--- config.mk ---
export PLATFORM = sky130hd
export DESIGN_NAME = first_fit_voice_allocator_unit
export DESIGN_NICKNAME = d
export VERILOG_FILES = /design/src/rtl/ffva_pkg.sv /design/src/rtl/ffva_cell.sv /design/src/rtl/first_fit_voice_allocator_unit.sv
export SDC_FILE = /design/constraint.sdc
export NUM_CORES = 2
export LEC_CHECK = 0
export ABC_AREA = 1
export BUFFER_PORTS_ARGS = -buffer_cell sky130_fd_sc_hd__buf_2
export CAP_MARGIN = 30
export CORE_MARGIN = 4
export CORE_UTILIZATION = 40
export DETAILED_ROUTE_END_ITERATION = 10
export SYNTH_ARGS = -nofsm -noshare
export SYNTH_HDL_FRONTEND = slang
export SYNTH_HIERARCHICAL = 1
export SYNTH_SLANG_ARGS = --single-unit
--- constraint.sdc ---
create_clock -name clk -period 30.2 [get_ports clk]
set_input_delay 3.02 -clock clk [delete_from_list [all_inputs] [get_ports clk]]
set_output_delay 3.02 -clock clk [all_outputs]
set_load 0.05 [all_outputs]
--- src/rtl/ffva_pkg.sv ---
package ffva_pkg;

  localparam int MAX_VOICES = 64;
  localparam int POS_W      = 32;
  localparam int LANE_W     = $clog2(MAX_VOICES);
  localparam int CNT_W      = $clog2(MAX_VOICES + 1);
  localparam int IDX_OUT_W  = 6;
  localparam int CNT_OUT_W  = 7;

  typedef struct packed {
    logic new_track;
    logic grow;
    logic force_lane;
    logic commit;
  } ffva_ctrl_t;

endpackage

--- src/rtl/ffva_cell.sv ---
module ffva_cell
  import ffva_pkg::*;
(
  input  logic             clk,
  input  logic             rst,
  input  ffva_ctrl_t       ctrl,
  input  logic [POS_W-1:0] start_pos,
  input  logic [POS_W-1:0] end_pos,
  input  logic             force_sel,
  input  logic             found_in,
  input  logic             prev_open_in,
  output logic             found_out,
  output logic             open_out,
  output logic             wr
);

  logic             open;
  logic [POS_W-1:0] lane_end;
  logic             open_eff;
  logic             free;
  logic             first_closed;

  assign open_eff     = open & ~ctrl.new_track;
  assign free         = open_eff & (lane_end <= start_pos);
  assign found_out    = found_in | free;
  assign open_out     = open_eff;
  assign first_closed = ~open_eff & prev_open_in;
  assign wr = (free & ~found_in) | (first_closed & ctrl.grow) | (force_sel & ctrl.force_lane);

  always_ff @(posedge clk) begin
    if (rst) begin
      open <= 1'b0;
    end else if (ctrl.commit) begin
      open <= open_eff | wr;
    end
  end

  always_ff @(posedge clk) begin
    if (ctrl.commit && wr) begin
      lane_end <= end_pos;
    end
  end

endmodule

--- src/rtl/first_fit_voice_allocator_unit.sv ---
// channel | valid       | stall       | payload
// note    | note_valid  | note_stall  | new_track, start_pos, end_pos
// voice   | voice_valid | voice_stall | voice_index, voice_count, overflow
//
// a note is registered, then its work cycle does the compare across the
// lane cells, the priority pick along the cell chain and the lane write-back
// a note is taken while the previous result still waits in the output register
// while that result is stalled the work cycle holds and note_stall stays high
// synchronous reset closes every lane and clears the count; no clearing pass
module first_fit_voice_allocator_unit
  import ffva_pkg::*;
(
  input  logic                 clk,
  input  logic                 rst,
  input  logic                 note_valid,
  output logic                 note_stall,
  input  logic                 new_track,
  input  logic [POS_W-1:0]     start_pos,
  input  logic [POS_W-1:0]     end_pos,
  output logic                 voice_valid,
  input  logic                 voice_stall,
  output logic [IDX_OUT_W-1:0] voice_index,
  output logic [CNT_OUT_W-1:0] voice_count,
  output logic                 overflow
);

  logic              busy;
  logic              nt_r;
  logic [POS_W-1:0]  start_r;
  logic [POS_W-1:0]  end_r;
  logic [CNT_W-1:0]  count;
  logic [CNT_W-1:0]  count_eff;
  logic [CNT_W-1:0]  count_next;
  logic              full;
  logic              no_free;
  logic              work;
  logic              accept;
  ffva_ctrl_t        ctrl;
  logic [MAX_VOICES:0]   found;
  logic [MAX_VOICES:0]   open_chain;
  logic [MAX_VOICES-1:0] wr;
  logic [LANE_W-1:0]     enc;

  assign note_stall = busy;
  assign accept     = note_valid & ~busy;
  assign work       = busy & (~voice_valid | ~voice_stall);

  assign count_eff  = nt_r ? '0 : count;
  assign full       = (count_eff == CNT_W'(MAX_VOICES));
  assign no_free    = ~found[MAX_VOICES];
  assign count_next = count_eff + CNT_W'(no_free & ~full);

  always_comb begin
    ctrl.new_track  = nt_r;
    ctrl.grow       = no_free & ~full;
    ctrl.force_lane = no_free & full;
    ctrl.commit     = work;
  end

  assign found[0]      = 1'b0;
  assign open_chain[0] = 1'b1;

  for (genvar g = 0; g < MAX_VOICES; g++) begin : g_cell
    ffva_cell u_cell (
      .clk          (clk),
      .rst          (rst),
      .ctrl         (ctrl),
      .start_pos    (start_r),
      .end_pos      (end_r),
      .force_sel    (g == 0),
      .found_in     (found[g]),
      .prev_open_in (open_chain[g]),
      .found_out    (found[g+1]),
      .open_out     (open_chain[g+1]),
      .wr           (wr[g])
    );
  end

  always_comb begin
    enc = '0;
    for (int i = 0; i < MAX_VOICES; i++) begin
      if (wr[i]) begin
        enc = enc | LANE_W'(i);
      end
    end
  end

  always_ff @(posedge clk) begin
    if (accept) begin
      nt_r    <= new_track;
      start_r <= start_pos;
      end_r   <= end_pos;
    end
  end

  always_ff @(posedge clk) begin
    if (rst) begin
      busy        <= 1'b0;
      count       <= '0;
      voice_valid <= 1'b0;
    end else begin
      if (work) begin
        busy        <= 1'b0;
        count       <= count_next;
        voice_valid <= 1'b1;
      end else begin
        if (accept) begin
          busy <= 1'b1;
        end
        if (voice_valid && !voice_stall) begin
          voice_valid <= 1'b0;
        end
      end
    end
  end

  always_ff @(posedge clk) begin
    if (work) begin
      voice_index <= IDX_OUT_W'(enc);
      voice_count <= (count_next == '0) ? CNT_OUT_W'(1) : CNT_OUT_W'(count_next);
      overflow    <= ctrl.force_lane;
    end
  end

`ifndef SYNTH
  a_one_lane_written: assert property (@(posedge clk) disable iff (rst)
    work |-> $onehot(wr))
    else $error("work cycle must write exactly one lane");

  a_count_bound: assert property (@(posedge clk) disable iff (rst)
    count <= CNT_W'(MAX_VOICES))
    else $error("lane count above lane total");

  a_overflow_lane0: assert property (@(posedge clk) disable iff (rst)
    voice_valid && overflow |-> voice_index == '0)
    else $error("overflow must force lane 0");

  a_hold_on_stall: assert property (@(posedge clk) disable iff (rst)
    busy && voice_valid && voice_stall |=> busy)
    else $error("note finished while result slot was stalled");
`endif

endmodule

### Word-level counts from Yosys, hierarchy flattened

Index checks and enable logic that the tools add are counted.
Widths: inputs -> output; s select.

| storage, ports and cells | value |
|---|---|
| bits in registers | 2200 |
| latch bits | 0 |
| memory bits (writable) | 0 |
| bits in read-only memories | 0 |
| output and inout bits | 16 |
| memories | 0 |

| cells by class | value |
|---|---|
| add/subtract/negate cells | 1 |
| multiply operators | 0 |
| divide/modulo/power cells | 0 |
| order comparisons | 64 |
| equality and inequality tests | 1 |
| shifts and indexed selects | 0 |
| mux-type cells | 201 |
| bitwise gates (word level) | 650 |
| reduce and logical (&&, ||, !) cells | 75 |

Operator list:

| kind | number |
|---|---|
| $le 32x32->1 | 64 |
| $and 1x1->1 | 322 |
| $or 1x1->1 | 193 |
| $mux 6 | 28 |
| $mux 1 | 140 |
| $not 1->1 | 133 |
| $mux 5 | 16 |
| $logic_and 1x1->1 | 65 |
| $mux 4 | 8 |
| $reduce_or 32->1 | 1 |
| $mux 7 | 3 |
| $reduce_or 16->1 | 1 |
| $mux 3 | 4 |
| $reduce_or 8->1 | 1 |
| $add 7x7->7 | 1 |
| $and 1x7->7 | 1 |
| $eq 7x7->1 const B | 1 |
| $logic_not 7->1 | 1 |
| $not 1->7 | 1 |
| $reduce_bool 3->1 | 2 |
| $mux 2 | 2 |
| $reduce_or 4->1 | 1 |
| $reduce_bool 2->1 | 1 |
| $reduce_or 2->1 | 1 |
| $logic_not 1->1 | 1 |

### Logic depth before layout (Yosys ltp)

| depth | value |
|---|---|
| word-level depth | 130 |
| mapped depth | 153 |

### Hierarchy

The synthesis kept the hierarchy.

Modules (own cells, without submodules):

| module | times used | cells each | area each (um2) |
|---|---|---|---|
| ffva_cell (g_cell[0].u_cell ...) | 63 | 192 | 1949.4 |
| first_fit_voice_allocator_unit | 1 | 282 | 3438.3 |
| ffva_cell (g_cell[51].u_cell) | 1 | 191 | 1950.6 |

### Worst setup path before layout

OpenSTA, ideal clock, no wires.

| timing | value |
|---|---|
| path type | register to register |
| start point | reg nt_r |
| end point | reg g_cell[0].u_cell.lane_end[0] (enable) |
| library setup time | 0.387 ns |
| data arrival time | 23.127 ns |
| data required time | 29.813 ns |
| slack | 6.687 ns |
| cell stages (with the launch flop) | 135 |
| path buffers | 0 |
| path through | edfxtp_1 -> nor2_8 -> nand2_1 -> nand2_1 -> inv_1 -> nand2_1 -> inv_1 -> nand2_1 -> inv_1 -> nand2_1 -> inv_1 -> nand2_1 -> inv_1 -> nand2_1 -> inv_1 -> nand2_1 -> inv_1 -> nand2_1 -> [99 not listed] -> nand2_1 -> inv_1 -> nand2_1 -> inv_1 -> nand2_1 -> inv_1 -> nand2_1 -> inv_1 -> nand2_1 -> inv_1 -> nand2_1 -> inv_1 -> nand2_1 -> nor3_1 -> a21oi_2 -> nand2_2 -> nand2_2 -> inv_1 |

RTL lines:

| element | RTL line | RTL |
|---|---|---|
| start: declaration | first_fit_voice_allocator_unit.sv:28 | `logic nt_r;` |
| start signal: assignment | first_fit_voice_allocator_unit.sv:90 | `nt_r <= new_track;` |
| end signal: assignment | ffva_cell.sv:40 | `lane_end <= end_pos;` |
| end: declaration | ffva_cell.sv:18 | `logic [POS_W-1:0] lane_end;` |

==> flow_metrics.py <==
metrics = {
    "outcome": {
        "outcome": "finished with violations",
        "failed_checks": "antenna rules",
    },
    "placed_design": {
        "placed_cell_area_mm2": 0.136,
        "place_hpwl_um": 244000,
        "placement.io_buffers": 84,
        "gp_congestion": 0.929,
        "pre_cts_slack_ns": 15.66,
    },
    "timing": {
        "grt_setup_unrepaired": "no",
        "report.final.slew_viol_count": 0,
        "period_needed_ns": 14.80,
        "finalHoldViolCount": 0,
        "rel_slew_slack_pct": 25.3,
        "setup-violations-final": 0,
        "fmax_mhz": 67.6,
        "final_min_period_over_clock_period_pct": 49.0,
        "hold-worst-slack_ns": 0.477,
        "slew_of_the_pin_with_the_lowest_slew_margin_ns": 1.12,
        "post-route-worst-setup-slack_ns": 15.40,
        "worst_clock_skew_ns": 0.0802,
        "fin_setup_tns_ns": 0,
    },
    "critical_path": {
        "timing.setup.critical_path_class": "reg -> reg",
        "critical_path.max_fanout": 62,
        "element_type_at_the_critical_path_start": "flop",
        "worst_r2r_startpoint": "start_r[24]$_DFFE_PP_",
        "required_ns": 30.73,
        "arrival_time_of_the_worst_setup_path_ns": 15.32,
        "cp-startpoint": "start_r[24]$_DFFE_PP_",
        "stage_delay_of_the_slowest_cell_on_the_critical_path_ns": 0.83,
        "crit_top_cell": "nand2_1",
        "crit_path_end_kind": "flop",
        "critPathSlowestCell": "edfxtp_1",
    },
    "clock_network": {
        "clock_tree_from_tritoncts": "yes",
        "cts.htree.levels": 4,
        "cts.sink_count": 2200,
        "clockBufferDepth": 4,
        "cts-resized-gates": 0,
        "number_of_cts_inserted_buffers": 238,
        "worst_setup_hold_path_clk_slew_ns": 0.06,
        "cts_hold_repair.buffers": 0,
        "cts_root_buffer": "clkbuf_16",
        "clk_latency_ns": 0.94,
        "postCtsSetupRepairBufs": 0,
    },
    "drt": {
        "vias_per_cell": 5.09,
        "post_drt_wl_per_cell_um": 22.6,
        "postRouteWirelength_um": 399000,
        "drtIter0Drc": 10008,
        "antenna_left": 1,
        "route.detailed.drc": 0,
        "vias": 89738,
        "drt_pre_antenna_iters": 5,
    },
    "die": {
        "fp.dieArea_mm2": 0.330,
        "die_h_um": 574,
        "initial_utilization_pct": 40.2,
        "core_area_mm2": 0.319,
        "floorplan_die_width_um": 574,
        "std_cell_rows": 207,
        "io_pins": 85,
    },
    "yosys": {
        "synth_async_sr_flop_share_pct": 0,
        "synthFlopType": "edfxtp_1",
        "netlist-cell-type-count": 33,
        "ys_seq_area_share_pct": 51.0,
        "synth.yosys.warnings": 6,
        "post_synth_instance_area_mm2": 0.128,
        "synthesis.area_per_instance_um2": 10.2,
        "ys_seq_elements": 2200,
        "gate_count_of_the_mapped_netlist": 12569,
        "post_synth_edffs": 2127,
    },
    "cells_and_area": {
        "layout-drive-gt1-share_pct": 11.9,
        "mostFrequentLayoutCells": "nand2_1 (2785), inv_1 (2653), edfxtp_1 (2127), ha_1 (2050), nor2_1 (751)",
        "layout_net_count": 15326,
        "syn_to_final_growth_pct": 12.5,
        "final_core_util_pct": 45.3,
        "finalInstanceArea_mm2": 0.144,
        "most_frequent_standard_cell_in_the_layout_excluding_fill_and_tap_cells": "nand2_1",
    },
    "job": {
        "maxCapViolations": 0,
    },
    "global_routing": {
        "total_routing_usage_gr_pct": 23.7,
        "grt_pass1_vias": 83692,
        "grt_first_pass_wirelength_um": 571000,
        "antenna_violations_before_repair": 59,
        "grt_max_degree": 73,
        "grt.overflow.total": 0,
    },
    "power_and_ir_drop": {
        "cellPowerDensity_mw_per_mm2": 49.7,
        "power.ir.vdd_worst_uv": 53.2,
        "leakage_uw": 0.0687,
    },
    "min_path": {
        "timing.hold.worst.class": "reg -> reg",
        "worst_hold_startpoint": "g_cell[37].u_cell/open$_SDFFE_PP0P_",
    },
}
## critical path: cells and delay by family, from the launching register on
family	cells	cell delay [ns]
AOI/OAI and AO/OA	1	0.05
adders and majority gates	1	0.29
buffers and inverters	69	7.74
DFF	1	0.83
and+or+nand+nor	77	5.46
## synthesized netlist by cell type (73+ instances only)
library cell	count	area, um2
nand2_1	2785	10500
a21oi_2	256	2240
inv_2	131	492
nor2_1	753	2830
nand3_2	127	1270
inv_1	2654	9960
ha_1	2050	25600
a21oi_1	706	3530
nand3_1	86	430
nand4_1	133	832
dfxtp_1	73	1460
nor2_2	129	807
edfxtp_1	2127	63900
nand2_2	196	1230
## flip-flops by register name, indices dropped and copies added, names as in the netlist
name / flops
voice_count: 7
g_cell.u_cell/open: 64
count: 7
overflow: 1
voice_index: 6
voice_valid: 1
end_r: 32
nt_r: 1
start_r: 32
note_stall: 1
g_cell.u_cell/lane_end: 2048
## kinds of logic (layout without fill, tap and decap cells)
family | Yosys count | in the layout | share of synthesized area (%)
and+or+nand+nor | 4304 | 4304 | 15.1
buffers and inverters | 2786 | 3559 | 8.16
adders and majority gates | 2050 | 2050 | 20.0
DFF | 2200 | 2200 | 51.0
other | 2 | 95 | 0.00586
AOI/OAI and AO/OA | 1227 | 1227 | 5.81
## stage by stage
stage                     power (uW)  instances
after global placement          4180      17141
after global routing            7410      17589
after detailed placement        4200      17147
after CTS                       7210      17586
final                           7170      17615
after floorplan                 3870      12633
## layout make-up
type,instances,area (um2)
clock buffer,291,6320
antenna,29,72.6
multi-input combinational,7647,52700
clock inverter,148,1610
timing repair buffer,335,2580
sequential,2200,65300
tap,4180,5230
fill,29656,174000
inverter,2785,10500
## where the power goes
| group | internal [uW] | leakage (uW) | switching [uW] |
|---|---|---|---|
| logic | 208 | 0.0451 | 565 |
| clock network | 1760 | 0.00386 | 1260 |
| registers | 3360 | 0.0197 | 8.07 |
## layer usage
layer,GRT usage (%),part of all wire [%],vias to the layer above
li1,-,-,42528
met1,33.3,43,42878
met2,38.1,45,3676
met3,3.28,9.2,650
met4,7.01,3.2,6
met5,0,0.010,-
## final timing paths
kind | to | slack (ns) | depth (start not counted)
worst max-delay path | g_cell[29].u_cell/lane_end[2]$_DFFE_PP_ | 15.40 | 148
worst min-delay path | g_cell[37].u_cell/open$_SDFFE_PP0P_ | 0.48 | 2
worst max register to register | g_cell[29].u_cell/lane_end[2]$_DFFE_PP_ | 15.40 | 148
worst min register to register | g_cell[37].u_cell/open$_SDFFE_PP0P_ | 0.48 | 2
(Power assumes the default switching activity.)
